--- config.mk ---
export PLATFORM = sky130hd
export DESIGN_NAME = dual_wiper_knob_and_switch_decoder
export DESIGN_NICKNAME = d
export VERILOG_FILES = /design/src/rtl/dwksd_pkg.sv /design/src/rtl/dwksd_knob.sv /design/src/rtl/dual_wiper_knob_and_switch_decoder.sv
export SDC_FILE = /design/constraint.sdc
export NUM_CORES = 1
export LEC_CHECK = 0
export BUFFER_PORTS_ARGS = -buffer_cell sky130_fd_sc_hd__buf_4
export CORE_MARGIN = 3
export CORE_UTILIZATION = 60
export CTS_CLUSTER_DIAMETER = 80
export DETAILED_ROUTE_END_ITERATION = 6
export GPL_ROUTABILITY_DRIVEN = 1
export HOLD_SLACK_MARGIN = 0.06
export PLACE_DENSITY = 0.89
export SETUP_SLACK_MARGIN = 0.05
export SYNTH_ARGS = -nofsm -noshare
export SYNTH_HDL_FRONTEND = slang
export SYNTH_HIERARCHICAL = 1
export SYNTH_SLANG_ARGS = --single-unit
--- constraint.sdc ---
create_clock -name clk -period 8.2 [get_ports clk]
set_clock_uncertainty 0.2 [all_clocks]
set_input_delay 1.64 -clock clk [delete_from_list [all_inputs] [get_ports clk]]
set_output_delay 1.64 -clock clk [all_outputs]
set_load 0.01 [all_outputs]
--- src/rtl/dwksd_pkg.sv ---
// shared constants, types and register codes for the dual wiper knob and switch decoder
// no dependencies; imported by dwksd_knob and dual_wiper_knob_and_switch_decoder
`default_nettype none

package dwksd_pkg;

  // analog sample width and internal knob accumulator width
  localparam int SAMPLE_BITS   = 12;
  localparam int POSITION_BITS = 32;

  // configuration registers
  localparam int CFG_BITS     = 12;
  localparam int CFG_IDX_BITS = 2;

  // comparison width wide enough for samples and register values
  localparam int CMP_BITS = (SAMPLE_BITS > CFG_BITS) ? SAMPLE_BITS : CFG_BITS;

  // fixed result field width of the knob position
  localparam int KNOB_BITS = 32;

  // input payload layout, lowest field first
  localparam int HALL_BITS      = 2;
  localparam int FIRST_LSB      = 0;
  localparam int SECOND_LSB     = FIRST_LSB + SAMPLE_BITS;
  localparam int ROCKER_LSB     = SECOND_LSB + SAMPLE_BITS;
  localparam int MIDDLE_LSB     = ROCKER_LSB + SAMPLE_BITS;
  localparam int THUMB_LSB      = MIDDLE_LSB + SAMPLE_BITS;
  localparam int POINTER_LSB    = THUMB_LSB + HALL_BITS;
  localparam int IN_FIELD_BITS  = POINTER_LSB + HALL_BITS;
  localparam int S_TDATA_BITS   = ((IN_FIELD_BITS + 7) / 8) * 8;

  // result payload: eight flags then the knob position
  localparam int FLAG_BITS      = 8;
  localparam int OUT_FIELD_BITS = FLAG_BITS + KNOB_BITS;
  localparam int M_TDATA_BITS   = ((OUT_FIELD_BITS + 7) / 8) * 8;

  // reset values of the registers
  localparam logic [CFG_BITS-1:0] WIPER_MIN_RST   = CFG_BITS'(500);
  localparam logic [CFG_BITS-1:0] WIPER_MAX_RST   = CFG_BITS'(2800);
  localparam logic [CFG_BITS-1:0] SWITCH_LOW_RST  = CFG_BITS'(1000);
  localparam logic [CFG_BITS-1:0] SWITCH_HIGH_RST = CFG_BITS'(2450);

  // hall bit positions, active low
  localparam int HALL_CLOSE_BIT = 0;
  localparam int HALL_OPEN_BIT  = 1;

  typedef enum logic [CFG_IDX_BITS-1:0] {
    REG_WIPER_VALID_MIN       = 2'd0,
    REG_WIPER_VALID_MAX       = 2'd1,
    REG_SWITCH_LOW_THRESHOLD  = 2'd2,
    REG_SWITCH_HIGH_THRESHOLD = 2'd3
  } cfg_index_t;

  typedef struct packed {
    logic [CFG_BITS-1:0] valid_min;
    logic [CFG_BITS-1:0] valid_max;
  } wiper_window_t;

endpackage

`default_nettype wire

--- src/rtl/dwksd_knob.sv ---
// knob tracking: wiper selection, previous samples and saturating position accumulator
// depends on dwksd_pkg
`default_nettype none

module dwksd_knob (
  input  wire logic                                    clk,
  input  wire logic                                    rst,
  input  wire logic                                    step,
  input  wire logic [dwksd_pkg::SAMPLE_BITS-1:0]       first_wiper,
  input  wire logic [dwksd_pkg::SAMPLE_BITS-1:0]       second_wiper,
  input  wire dwksd_pkg::wiper_window_t                window,
  output logic signed [dwksd_pkg::POSITION_BITS-1:0]   position_next
);

  import dwksd_pkg::*;

  localparam int DELTA_BITS = SAMPLE_BITS + 1;
  localparam int SUM_BITS   = POSITION_BITS + 1;
  localparam logic signed [POSITION_BITS-1:0] POS_MAX = {1'b0, {(POSITION_BITS-1){1'b1}}};
  localparam logic signed [POSITION_BITS-1:0] POS_MIN = {1'b1, {(POSITION_BITS-1){1'b0}}};

  logic                            use_first;
  logic                            use_first_next;
  logic                            primed;
  logic [SAMPLE_BITS-1:0]          prev_first;
  logic [SAMPLE_BITS-1:0]          prev_second;
  logic signed [POSITION_BITS-1:0] acc;

  logic [SAMPLE_BITS-1:0]          sel;
  logic                            out_of_window;
  logic signed [DELTA_BITS-1:0]    delta;
  logic signed [SUM_BITS-1:0]      sum;
  logic signed [POSITION_BITS-1:0] sat;

  always_comb begin
    sel = use_first ? first_wiper : second_wiper;
    out_of_window = (CMP_BITS'(sel) < CMP_BITS'(window.valid_min)) ||
                    (CMP_BITS'(sel) > CMP_BITS'(window.valid_max));
    use_first_next = use_first ^ out_of_window;

    // first wiper turns the other way, so its change is negated
    if (use_first_next) begin
      delta = $signed({1'b0, prev_first}) - $signed({1'b0, first_wiper});
    end else begin
      delta = $signed({1'b0, second_wiper}) - $signed({1'b0, prev_second});
    end

    sum = SUM_BITS'(acc) + SUM_BITS'(delta);
    if (sum[SUM_BITS-1] != sum[SUM_BITS-2]) begin
      sat = sum[SUM_BITS-1] ? POS_MIN : POS_MAX;
    end else begin
      sat = sum[POSITION_BITS-1:0];
    end

    // first sample only loads the previous values
    position_next = primed ? sat : acc;
  end

  always_ff @(posedge clk) begin
    if (rst) begin
      use_first   <= 1'b1;
      primed      <= 1'b0;
      prev_first  <= '0;
      prev_second <= '0;
      acc         <= '0;
    end else if (step) begin
      use_first   <= use_first_next;
      primed      <= 1'b1;
      prev_first  <= first_wiper;
      prev_second <= second_wiper;
      acc         <= position_next;
    end
  end

endmodule

`default_nettype wire

--- src/rtl/dual_wiper_knob_and_switch_decoder.sv ---
// top level of the dual wiper knob and switch decoder: stream ports, config registers,
// switch decoding and result register; depends on dwksd_pkg and dwksd_knob
//
//  channel | direction | handshake          | payload
//  s_*     | in        | s_tvalid/s_tready  | one sample period (s_tdata)
//  m_*     | out       | m_tvalid/m_tready  | decoded switches and knob position (m_tdata)
//  cfg_*   | in        | cfg_we             | register index and value
//
// one transaction per cycle sustained while m_tready stays high; a result passes through the
// input register, then the result register
// knob state updates when the input register hands its sample to the result register
// a stalled m side holds the result; the input register still takes one more sample
// rst is synchronous; config registers return to their default values, valid flags clear
`default_nettype none

module dual_wiper_knob_and_switch_decoder (
  input  wire logic                                   clk,
  input  wire logic                                   rst,
  input  wire logic                                   s_tvalid,
  output logic                                        s_tready,
  // first_wiper, second_wiper, rocker_level, middle_level, thumb_halls, pointer_halls, zero pad
  input  wire logic [dwksd_pkg::S_TDATA_BITS-1:0]     s_tdata,
  output logic                                        m_tvalid,
  input  wire logic                                   m_tready,
  // thumb_open, thumb_close, pointer_open, pointer_close, middle_open, middle_close,
  // rocker_up, rocker_down, knob_position
  output logic [dwksd_pkg::M_TDATA_BITS-1:0]          m_tdata,
  input  wire logic                                   cfg_we,
  input  wire logic [dwksd_pkg::CFG_IDX_BITS-1:0]     cfg_index,
  input  wire logic [dwksd_pkg::CFG_BITS-1:0]         cfg_data
);

  import dwksd_pkg::*;

  logic [CFG_BITS-1:0] wiper_valid_min;
  logic [CFG_BITS-1:0] wiper_valid_max;
  logic [CFG_BITS-1:0] switch_low_threshold;
  logic [CFG_BITS-1:0] switch_high_threshold;

  logic                     in_valid;
  logic [IN_FIELD_BITS-1:0] in_data;
  logic                     advance;

  logic [SAMPLE_BITS-1:0]          first_wiper;
  logic [SAMPLE_BITS-1:0]          second_wiper;
  logic [SAMPLE_BITS-1:0]          rocker_level;
  logic [SAMPLE_BITS-1:0]          middle_level;
  logic [HALL_BITS-1:0]            thumb_halls;
  logic [HALL_BITS-1:0]            pointer_halls;
  logic                            middle_close;
  logic                            middle_open;
  logic                            rocker_up;
  logic                            rocker_down;
  logic [FLAG_BITS-1:0]            flags;
  logic signed [POSITION_BITS-1:0] position_next;
  logic signed [KNOB_BITS-1:0]     knob_position;
  wiper_window_t                   window;

  // config writes
  always_ff @(posedge clk) begin
    if (rst) begin
      wiper_valid_min       <= WIPER_MIN_RST;
      wiper_valid_max       <= WIPER_MAX_RST;
      switch_low_threshold  <= SWITCH_LOW_RST;
      switch_high_threshold <= SWITCH_HIGH_RST;
    end else if (cfg_we) begin
      unique case (cfg_index_t'(cfg_index))
        REG_WIPER_VALID_MIN:       wiper_valid_min       <= cfg_data;
        REG_WIPER_VALID_MAX:       wiper_valid_max       <= cfg_data;
        REG_SWITCH_LOW_THRESHOLD:  switch_low_threshold  <= cfg_data;
        REG_SWITCH_HIGH_THRESHOLD: switch_high_threshold <= cfg_data;
        default: ;
      endcase
    end
  end

  // input register
  assign advance  = in_valid && (!m_tvalid || m_tready);
  assign s_tready = !in_valid || advance;

  always_ff @(posedge clk) begin
    if (rst) begin
      in_valid <= 1'b0;
    end else if (s_tready) begin
      in_valid <= s_tvalid;
    end
  end

  always_ff @(posedge clk) begin
    if (s_tvalid && s_tready) begin
      in_data <= s_tdata[IN_FIELD_BITS-1:0];
    end
  end

  // field unpack and switch decode
  always_comb begin
    first_wiper   = in_data[FIRST_LSB   +: SAMPLE_BITS];
    second_wiper  = in_data[SECOND_LSB  +: SAMPLE_BITS];
    rocker_level  = in_data[ROCKER_LSB  +: SAMPLE_BITS];
    middle_level  = in_data[MIDDLE_LSB  +: SAMPLE_BITS];
    thumb_halls   = in_data[THUMB_LSB   +: HALL_BITS];
    pointer_halls = in_data[POINTER_LSB +: HALL_BITS];

    middle_close = CMP_BITS'(middle_level) > CMP_BITS'(switch_high_threshold);
    middle_open  = !middle_close &&
                   (CMP_BITS'(middle_level) > CMP_BITS'(switch_low_threshold));
    rocker_up    = CMP_BITS'(rocker_level) > CMP_BITS'(switch_high_threshold);
    rocker_down  = !rocker_up &&
                   (CMP_BITS'(rocker_level) > CMP_BITS'(switch_low_threshold));

    // hall bits are active low
    flags = {rocker_down, rocker_up, middle_close, middle_open,
             !pointer_halls[HALL_CLOSE_BIT], !pointer_halls[HALL_OPEN_BIT],
             !thumb_halls[HALL_CLOSE_BIT], !thumb_halls[HALL_OPEN_BIT]};

    window.valid_min = wiper_valid_min;
    window.valid_max = wiper_valid_max;

    knob_position = KNOB_BITS'(position_next);
  end

  dwksd_knob u_knob (
    .clk           (clk),
    .rst           (rst),
    .step          (advance),
    .first_wiper   (first_wiper),
    .second_wiper  (second_wiper),
    .window        (window),
    .position_next (position_next)
  );

  // result register
  always_ff @(posedge clk) begin
    if (rst) begin
      m_tvalid <= 1'b0;
    end else begin
      m_tvalid <= advance || (m_tvalid && !m_tready);
    end
  end

  always_ff @(posedge clk) begin
    if (advance) begin
      m_tdata <= M_TDATA_BITS'({knob_position, flags});
    end
  end

  // a sample moved on always appears as a result next cycle
  assert property (@(posedge clk) disable iff (rst) advance |=> m_tvalid)
    else $error("result register missed a sample");

  // a held sample is kept when the result side is stalled
  assert property (@(posedge clk) disable iff (rst)
    in_valid && !advance |=> in_valid && $stable(in_data))
    else $error("input register lost a stalled sample");

  // an empty input register always takes a transaction
  assert property (@(posedge clk) disable iff (rst) !in_valid |-> s_tready)
    else $error("input register empty but not ready");

  // a result only moves on when the input register hands over
  assert property (@(posedge clk) disable iff (rst)
    m_tvalid && !m_tready && !advance |=> $stable(m_tdata))
    else $error("result changed without a new sample");

endmodule

`default_nettype wire
# After elaboration in Yosys (flattened, before gate mapping)
# Cells that the tools add are included.
[op_classes]
add_sub_neg = 3
n_mul = 0
div_mod_pow = 0
magnitude_cmp = 6
n_eq_ne = 4
shift = 0
n_mux = 5
bitwise = 1
reduce_logical = 23
[ops]
columns = ["op", "n"]
rows = [
  ["$mux 32", 3],
  ["$gt 12x12->1", 5],
  ["$add 32x13->33", 1],
  ["$sub 12x12->13", 2],
  ["$mux 13", 1],
  ["$lt 12x12->1", 1],
  ["$mux 12", 1],
  ["$logic_not 1->1", 9],
  ["$reduce_and 2->1", 4],
  ["$logic_and 1x1->1", 5],
  ["$eq 2x2->1 const B", 2],
  ["$logic_or 1x1->1", 4],
  ["$eq 2x1->1 const B", 1],
  ["$logic_not 2->1", 1],
  ["$ne 1x1->1", 1],
  ["$xor 1x1->1", 1],
]
[word_totals]
regBits = 200
latch_bits = 0
mem_bits_rw = 0
mem_bits_ro = 0
in_bits = 75
out_inout_bits = 42
word_cells = 55
memories = 0

# Depth between registers and ports, before layout
# Gate-level depths: netlist (run 1).
[depth]
depth_word = 9
mapped_depth = 25
ltp_nobuf = 22

# Modules after synthesis
# The synthesis (run 1) kept the hierarchy.
[modules_own_cells]
columns = ["mod", "n_inst", "cells_each", "area_each_um2"]
rows = [
  ["dwksd_knob", 1, 783, 6119.6],
  ["dual_wiper_knob_and_switch_decoder", 1, 446, 5706.7],
]

# Worst setup path after synthesis (run 1)
# OpenSTA, ideal clock, no wires.
[synth_timing]
path_kind = "flip-flop to flip-flop"
from = "register u_knob.use_first"
to = "register m_tdata[16] in the netlist's numbering (data pin)"
arrival_ns = 6.064
required_time_ns = 7.741
slack_ns = 1.677
stages_incl_launch_ff = 25
path_buffers = 5
cell_sequence = "dfxtp_1 > buf_2 > buf_1 > mux2_2 > ha_1 > o21a_1 > o21ai_0 > a211oi_1 > o31a_1 > a2bb2oi_1 > xnor2_1 > buf_4 > mux2i_1 > ha_1 > and3_1 > and2_1 > a221oi_1 > nand2_1 > o21ai_1 > o21ai_0 > a22o_2 > buf_6 > nor2_4 > buf_4 > a21oi_1"
[synth_between]
elab_chain_len = 9
elab_cells_between_ends = 11
cone_classes = "add/sub (1); order compare (2); eq/ne (1); mux (5); bitwise (1); reduce/logical (1)"
[synth_lines]
columns = ["element", "line", "rtl"]
rows = [
  ["from (decl)", "dwksd_knob.sv:22", "logic use_first;"],
  ["from (signal assigned)", "dwksd_knob.sv:67", "use_first <= use_first_next;"],
  ["$mux 12", "dwksd_knob.sv:36", "sel = use_first ? first_wiper : second_wiper;"],
  ["$lt 12x12->1 or $gt 12x12->1 (tied branches)", "dwksd_knob.sv:37, dwksd_knob.sv:38", ""],
  ["$logic_or 1x1->1", "dwksd_knob.sv:37", "out_of_window = (CMP_BITS'(sel) < CMP_BITS'(window.valid_min)) ||"],
  ["$xor 1x1->1 *", "dwksd_knob.sv:39", "use_first_next = use_first ^ out_of_window;"],
  ["$mux 13 *", "dwksd_knob.sv:42", "if (use_first_next) begin"],
  ["$add 32x13->33 *", "dwksd_knob.sv:48", "sum = SUM_BITS'(acc) + SUM_BITS'(delta);"],
  ["$mux 32 or $ne 1x1->1 (tied branches)", "dwksd_knob.sv:50, dwksd_knob.sv:49", ""],
  ["$mux 32 *", "dwksd_knob.sv:49", "if (sum[SUM_BITS-1] != sum[SUM_BITS-2]) begin"],
  ["$mux 32 *", "dwksd_knob.sv:56", "position_next = primed ? sat : acc;"],
  ["net knob_position[8]", "dual_wiper_knob_and_switch_decoder.sv:56", "logic signed [KNOB_BITS-1:0] knob_position;"],
  ["to (signal assigned)", "dual_wiper_knob_and_switch_decoder.sv:143", "m_tdata <= M_TDATA_BITS'({knob_position, flags});"],
  ["to (decl)", "dual_wiper_knob_and_switch_decoder.sv:27", "output logic [dwksd_pkg::M_TDATA_BITS-1:0] m_tdata,"],
]
# Mark *: on every way through the listed nets, which the timed path passes. The rest lies on a longest branch.
# A chain may end at the register's enable or synchronous reset.

# Worst setup path after layout (run 1)
# Ends and elaborated chain as after synthesis.

==> out/metrics.yaml, run 1 <==
grt_usage: 0.255
hpwl_um: 19500
drv_cap: 0
place_congestion: 0.927
path_class: "reg -> reg"
synthArstFlopShare: 0
min_path_cells: 2
die_width_um: 146
cp_slowest_cell: "dfxtp_1"
yosysWarnings: 6
cp_max_fo: 17
syn_nets: 1434
rsz0062_at_grt: "false"
hold_viol: 0
path_clk_slew_ns: 0.07
cts_buffers: 17
end_kind: "register"
combPwrFrac: 0.298
cts_resized: 0
placementRows: 50
cts-root-buf: "clkbuf_16"
drv_slew: 0
start_util: 0.622
cts_setup_buffers: 0
fp.coreArea_sq_um: 19000
grt_start_max_net_pins: 55
crit_family: "compound AO/OA/AOI/OAI gates"
drc_errors: 0
ys_types: 76
slowest_delay_ns: 0.52
drive_gt1_frac: 0.145
power_frac_seq: 0.409
cts_buffer_depth: 2
cts_tree: "yes"
setup_viol: 0
tns_ns: 0
syn_avg_cell_area_sq_um: 9.62
vias_per_cell: 5.94
grt_pass1_vias: 9474
crit_buf_inv: 2
reg2reg_to: "m_tdata[16]"
leakagePower_uw: 0.00581
crit_path_start_kind: "register"
grt_pass1_wl_um: 44900
intPower_uw: 1870
r2r_setup_slack_ns: 1.17
pre_cts_ws_ns: 1.42
place_inst: 1562
path_cells: "buf_4 -> mux2_2 -> ha_1 -> a21o_1 -> a21o_1 -> a21oi_1 -> o211ai_1 -> a2bb2oi_1 -> xnor2_1 -> buf_4 -> mux2_2 -> fa_1 -> a211oi_1 -> o211ai_1 -> a41oi_1 -> a21oi_1 -> o21ai_1 -> o21ai_0 -> a22o_2 -> nor2_4 -> a21oi_1"
die_h_um: 146
mappedNetlistArea_sq_um: 11800
max_freq_mhz: 142
ir_worst_vdd_uv: 159
reg2reg_from: "u_knob/use_first"
cpMostUsedCell: "a21oi_1"
setup_ws_ns: 1.17
final.period_utilization: 0.857
cp.required_ns: 8.16
worstMarginPinSlew_ns: 0.934
reg2reg_depth: 21
ys_seq_elements: 200
portBuffers: 112
p_sw_uw: 907
drtIter0Drc: 681
htree_num_levels: 4
hold_buffers: 0
arrival_ns: 6.99
syn_to_final_growth_pct: 13.2
detail_route.wl_per_cell_um: 17.1
ios: 117
die-area_sq_um: 21400
clock_latency_ns: 0.44
overflow: 0
min_period_ns: 7.03
hp-start: "switch_low_threshold[4]"
holdWs_ns: 0.255
p_per_area_nw_per_um2: 207
synth_seq_area_share: 0.416
syn_inst: 1229
cts_sinks: 200
ys.flop_type: "dfxtp_1"
swShare: 0.327
wirelength_um: 27200
status: "finished clean"
slew_headroom: 0.376
clkPwrFrac: 0.293
fin_cells: 1594
num_antenna_cells: 0
final_nets: 1526
synth-edff-count: 92
whs_endpoint: "switch_low_threshold[4]"
min_path_type: "reg -> reg"
vias: 9466
antenna_found_initial: 0
dr.pass1.iters: 5
ant_nets: 0
sequential cells by signal, indices dropped and copies added (netlist names):
| register | count |
|---|---|
| in_data | 52 |
| in_valid | 1 |
| m_tdata | 40 |
| m_tvalid | 1 |
| switch_high_threshold | 12 |
| switch_low_threshold | 12 |
| u_knob/acc | 32 |
| u_knob/prev_first | 12 |
| u_knob/prev_second | 12 |
| u_knob/primed | 1 |
| u_knob/use_first | 1 |
| wiper_valid_max | 12 |
| wiper_valid_min | 12 |
power groups by stage:
stage,combinational (uW),sequential (uW),clock (uW)
3_3_place_gp,772,1150,0
3_5_place_dp,804,1160,0
4_1_cts,813,1130,820
5_1_grt,913,1140,866
2_1_floorplan,612,1150,0
6_report,827,1140,812
metal layers:
metal | GRT usage | part of all wire
met4 | 0.103 | 0.036
met3 | 0.0462 | 0.059
met1 | 0.307 | 0.41
met2 | 0.451 | 0.49
met5 | 0 | 0
worst reg2reg max path: stages (launching register included):
cell and delay, ns:
dfxtp_1 0.52, buf_4 0.25, mux2_2 0.38, ha_1 0.31
a21o_1 0.20, a21o_1 0.17, a21oi_1 0.30, o211ai_1 0.15
a2bb2oi_1 0.32, xnor2_1 0.16, buf_4 0.27, mux2_2 0.40
fa_1 0.46, a211oi_1 0.31, o211ai_1 0.20, a41oi_1 0.48
a21oi_1 0.18, o21ai_1 0.32, o21ai_0 0.17, a22o_2 0.44
nor2_4 0.43, a21oi_1 0.15
cells in the final DEF (no fill, tap or decap), drive strengths merged, types with 3 or more instances in the layout:
cell,count
fa,3
nor2b,18
a211o,12
o2bb2ai,8
mux2i,42
o21bai,8
a21o,24
nor3,13
clkinv,3
a31oi,6
nand4,19
clkbuf,22
nand3,13
or2,4
buf,120
inv,92
and3,4
nand3b,12
o21a,10
nand2,125
mux2,14
and2,4
a21oi,127
xor2,26
o21ai,41
xnor2,22
o211ai,10
dfxtp,108
a211oi,33
edfxtp,92
ha,127
nand2b,9
nor2,130
stage by stage:
stage,util,power (uW),instance area [sq um]
after detailed placement,0.674,1960,12800
after CTS,0.704,2770,13400
after global routing,0.704,2920,13400
final,0.704,2770,13400
after floorplan,-,1770,11800
after global placement,0.674,1930,12800
layout make-up:
cell class	instances	area (sq um)
multi-input combinational	897	6360
fill	1362	5630
sequential	200	4920
timing repair buffer	120	901
clock buffer	22	485
tap	260	325
inverter	85	319
clock inverter	10	80.1
synth_stat cells (all sizes together), types with 19 or more instances:
library cell  count  area, sq um
nor2            130          512
a21oi           127          639
ha              127         1590
nand2           125          472
dfxtp           108         2160
edfxtp           92         2760
inv              84          315
mux2i            42          420
o21ai            41          209
a211oi           33          310
clkbuf           28          105
xor2             26          228
a21o             24          180
xnor2            22          193
buf              19          130
nand4            19          119
kinds of logic (layout without fill, tap and decap cells):
| kind of cell | Yosys count | count (layout) | synth area share |
|---|---|---|---|
| compound gates | 308 | 308 | 0.177 |
| mux | 56 | 56 | 0.0492 |
| flops | 200 | 200 | 0.416 |
| fa+ha+maj | 130 | 130 | 0.139 |
| simple gates | 355 | 355 | 0.136 |
| buf+inv | 132 | 237 | 0.0469 |
| xor+xnor | 48 | 48 | 0.0355 |
worst max path at each step:
| stage | to | depth (start not counted) | slack, ns | startpoint |
|---|---|---|---|---|
| 2_1_floorplan | m_tdata[16] | 24 | 1.68 | u_knob/use_first |
| 3_3_place_gp | m_tdata[18] | 21 | 1.59 | u_knob/use_first |
| 3_5_place_dp | m_tdata[16] | 21 | 1.42 | u_knob/use_first |
| 4_1_cts | m_tdata[16] | 21 | 1.37 | u_knob/use_first |
| 5_1_grt | m_tdata[18] | 21 | 0.90 | u_knob/use_first |
| 6_report | m_tdata[16] | 21 | 1.17 | u_knob/use_first |
No activity file was read; power rests on OpenSTA's default activity.
==> run 2, diff against run 1 <==
--- a/config.mk
+++ b/config.mk
@@ -14,6 +14,7 @@
 export HOLD_SLACK_MARGIN = 0.06
 export PLACE_DENSITY = 0.89
 export SETUP_SLACK_MARGIN = 0.05
+export SLEW_MARGIN = 10
 export SYNTH_ARGS = -nofsm -noshare
 export SYNTH_HDL_FRONTEND = slang
 export SYNTH_HIERARCHICAL = 1
==> constraint.sdc (replaced) <==
create_clock -name clk -period 6.5 [get_ports clk]
set_clock_uncertainty 0.2 [all_clocks]
set_input_delay 1.3 -clock clk [delete_from_list [all_inputs] [get_ports clk]]
set_output_delay 1.3 -clock clk [all_outputs]
set_load 0.01 [all_outputs]
==> run 2 against run 1 <==
First-iteration DRC count is 5.7% higher. Register-to-register slack worse by 0.75 ns. Clock-buffer cell count is 4 lower. Highest routed layer unchanged. Final cell count is 0.75% higher. Wire length is 0.44% higher. Sequential power is 25% higher.
==> out/metrics.yaml, run 2 (synthesis results as in run 1) <==
placementRows: 50  # unchanged
cts_sinks: 200  # unchanged
overflow: 0  # unchanged
cts_tree: "yes"
min_path_type: "reg -> reg"
reg2reg_to: "m_tdata[31]"
met2_usage: 0.450  # -0.000463
hpwl_um: 19600  # +0.41%
min_period_ns: 6.08  # -0.950 ns
die_width_um: 146  # unchanged
grt_pass1_wl_um: 45500  # +1.4%
r2r_setup_slack_ns: 0.42  # -0.75 ns
detail_route.wl_per_cell_um: 17.0  # -0.31%
grt_use_met1: 0.316  # +0.00820
holdWs_ns: 0.256  # +0.00150 ns
cp.required_ns: 6.49  # -1.67 ns
rsz0062_at_grt: "false"
slew_headroom: 0.393  # +0.0163
die-area_sq_um: 21400  # unchanged
ios: 117  # unchanged
cts-root-buf: "clkbuf_16"
largest_reg_flops: 52  # unchanged
path_clk_slew_ns: 0.07  # about the same
drv_slew: 0  # unchanged
vias: 9577  # +1.2%
path_class: "reg -> reg"
hold_buffers: 0  # unchanged
grt_start_max_net_pins: 63  # +15%
die_h_um: 146  # unchanged
start_util: 0.622  # unchanged
worstMarginPinSlew_ns: 0.910  # -0.0234 ns
wirelength_um: 27400  # +0.44%
mostFrequentLayoutCells: "buf_4 (131), nor2_1 (128), ha_1 (127)"
ant_nets: 0  # unchanged
hold_viol: 0  # unchanged
grt_pass1_vias: 9597  # +1.3%
cp-startpoint: "in_data[13]"
final_nets: 1538  # +0.79%
p_per_area_nw_per_um2: 262  # +27%
portBuffers: 112  # unchanged
htree_num_levels: 4  # unchanged
num_antenna_cells: 0  # unchanged
crit_path_start_kind: "register"
final_common_cell: "buf_4"
antenna_found_initial: 0  # unchanged
final.period_utilization: 0.935  # +0.0780
drive_gt1_frac: 0.159  # +0.0136
regMostFlops: "in_data"
reg2reg_depth: 22  # +4.8%
cts_buffers: 17  # unchanged
cts_buffer_depth: 2  # unchanged
ir_worst_vdd_uv: 223  # +41%
arrival_ns: 6.07  # -0.92 ns
drtIter0Drc: 720  # +5.7%
dr.pass1.iters: 5  # unchanged
placed_area_sq_um: 12900  # +0.38%
grt_usage: 0.256  # +0.00135
crit_end: "m_tdata[31]"
min_path_cells: 2  # unchanged
end_kind: "register"
place_congestion: 0.907  # -2.1%
cp_max_fo: 17  # unchanged
reg2reg_from: "in_data[13]"
leakagePower_uw: 0.00588  # +1.3%
drc_errors: 0  # unchanged
drv_cap: 0  # unchanged
top_regs: "in_data (52), m_tdata (40), u_knob/acc (32)"
grt_util_met3: 0.0382  # -0.00807
setup_viol: 0  # unchanged
syn_to_final_growth_pct: 14.5
n_fill_cell: 1371  # +0.66%
status: "finished clean"
post-route-util: 0.712  # +0.00803
post-route-cell-area_sq_um: 13500  # +1.1%
clock_latency_ns: 0.45  # about the same
seqCellArea_sq_um: 4920  # unchanged
vias_per_cell: 5.96  # +0.42%
multi_input_area_sq_um: 6420  # +1.1%
tns_ns: 0  # unchanged
max_freq_mhz: 165  # +16%
grt.busiest_layer: "met2"
fp.coreArea_sq_um: 19000  # unchanged
[run 2: changes by cell type in the layout (fill, tap and decap cells not counted), sizes merged]
cell    before  now
buf        120  131
clkbuf      22   18
clkinv       3    4
inv         92   95
mux2        14   15
[run 2: critical path, stage by stage (launching register included)]
cell,delay [ns]
edfxtp_1,0.48
mux2_2,0.34
ha_1,0.30
nor2b_1,0.15
o21ai_0,0.25
nand2b_1,0.11
a21oi_1,0.26
o211ai_1,0.15
a2bb2oi_2,0.21
xnor2_1,0.16
buf_4,0.24
mux2_2,0.39
fa_1,0.47
a211oi_2,0.26
o211ai_1,0.18
a41oi_1,0.30
a21oi_1,0.14
o21ai_2,0.23
o21ai_0,0.17
a22o_4,0.39
nor2_4,0.17
buf_4,0.19
a21oi_1,0.08
[run 2: routing by layer]
layer,up-vias,part of all wire
met1,4552,0.42
li1,4614,-
met5,-,0
met3,73,0.052
met4,0,0.027
met2,338,0.50
[run 2: final cells by class]
class,count,share of cell area
Clock buffer,18,0.0324
Clock inverter,14,0.00942
Inverter,85,0.0236
Multi-Input combinational cell,898,0.474
Sequential cell,200,0.364
Tap cell,260,0.0240
Timing Repair Buffer,131,0.0726
[run 2: how the worst min path moves through the flow]
stage	start	endpoint	slack [ns]
detailed placement	switch_low_threshold[4]	switch_low_threshold[4]	0.25
global route	switch_low_threshold[4]	switch_low_threshold[4]	0.27
floorplan	switch_high_threshold[10]	switch_high_threshold[10]	0.24
finish	switch_high_threshold[6]	switch_high_threshold[6]	0.26
global placement	wiper_valid_max[10]	wiper_valid_max[10]	0.24
CTS	switch_low_threshold[4]	switch_low_threshold[4]	0.26
[run 2: through the flow]
step	worst slack, ns	std cells	power [uW]
5_1_grt	0.100	1606	3740
6_report	0.424	1606	3550
4_1_cts	0.220	1603	3520
3_5_place_dp	0.134	1568	2490
3_3_place_gp	0.272	1568	2450
2_1_floorplan	0.289	1229	2230
[run 2: repair_timing]
action / CTS / global route
setup buffers: 3 / 2
pin swaps: 1 / 2
setup endpoints to repair: 1 / 62
gates resized for setup: 1 / 9
cloned: 0 / 1
hold endpoints to repair: 0 / 0
[run 2: report_power, final]
group,internal [uW],total (uW),leakage (uW),switching (uW)
clock,519,1030,0.000288,514
combinational,445,1090,0.00382,641
sequential,1390,1430,0.00177,39.2
total,2360,3550,0.00588,1190
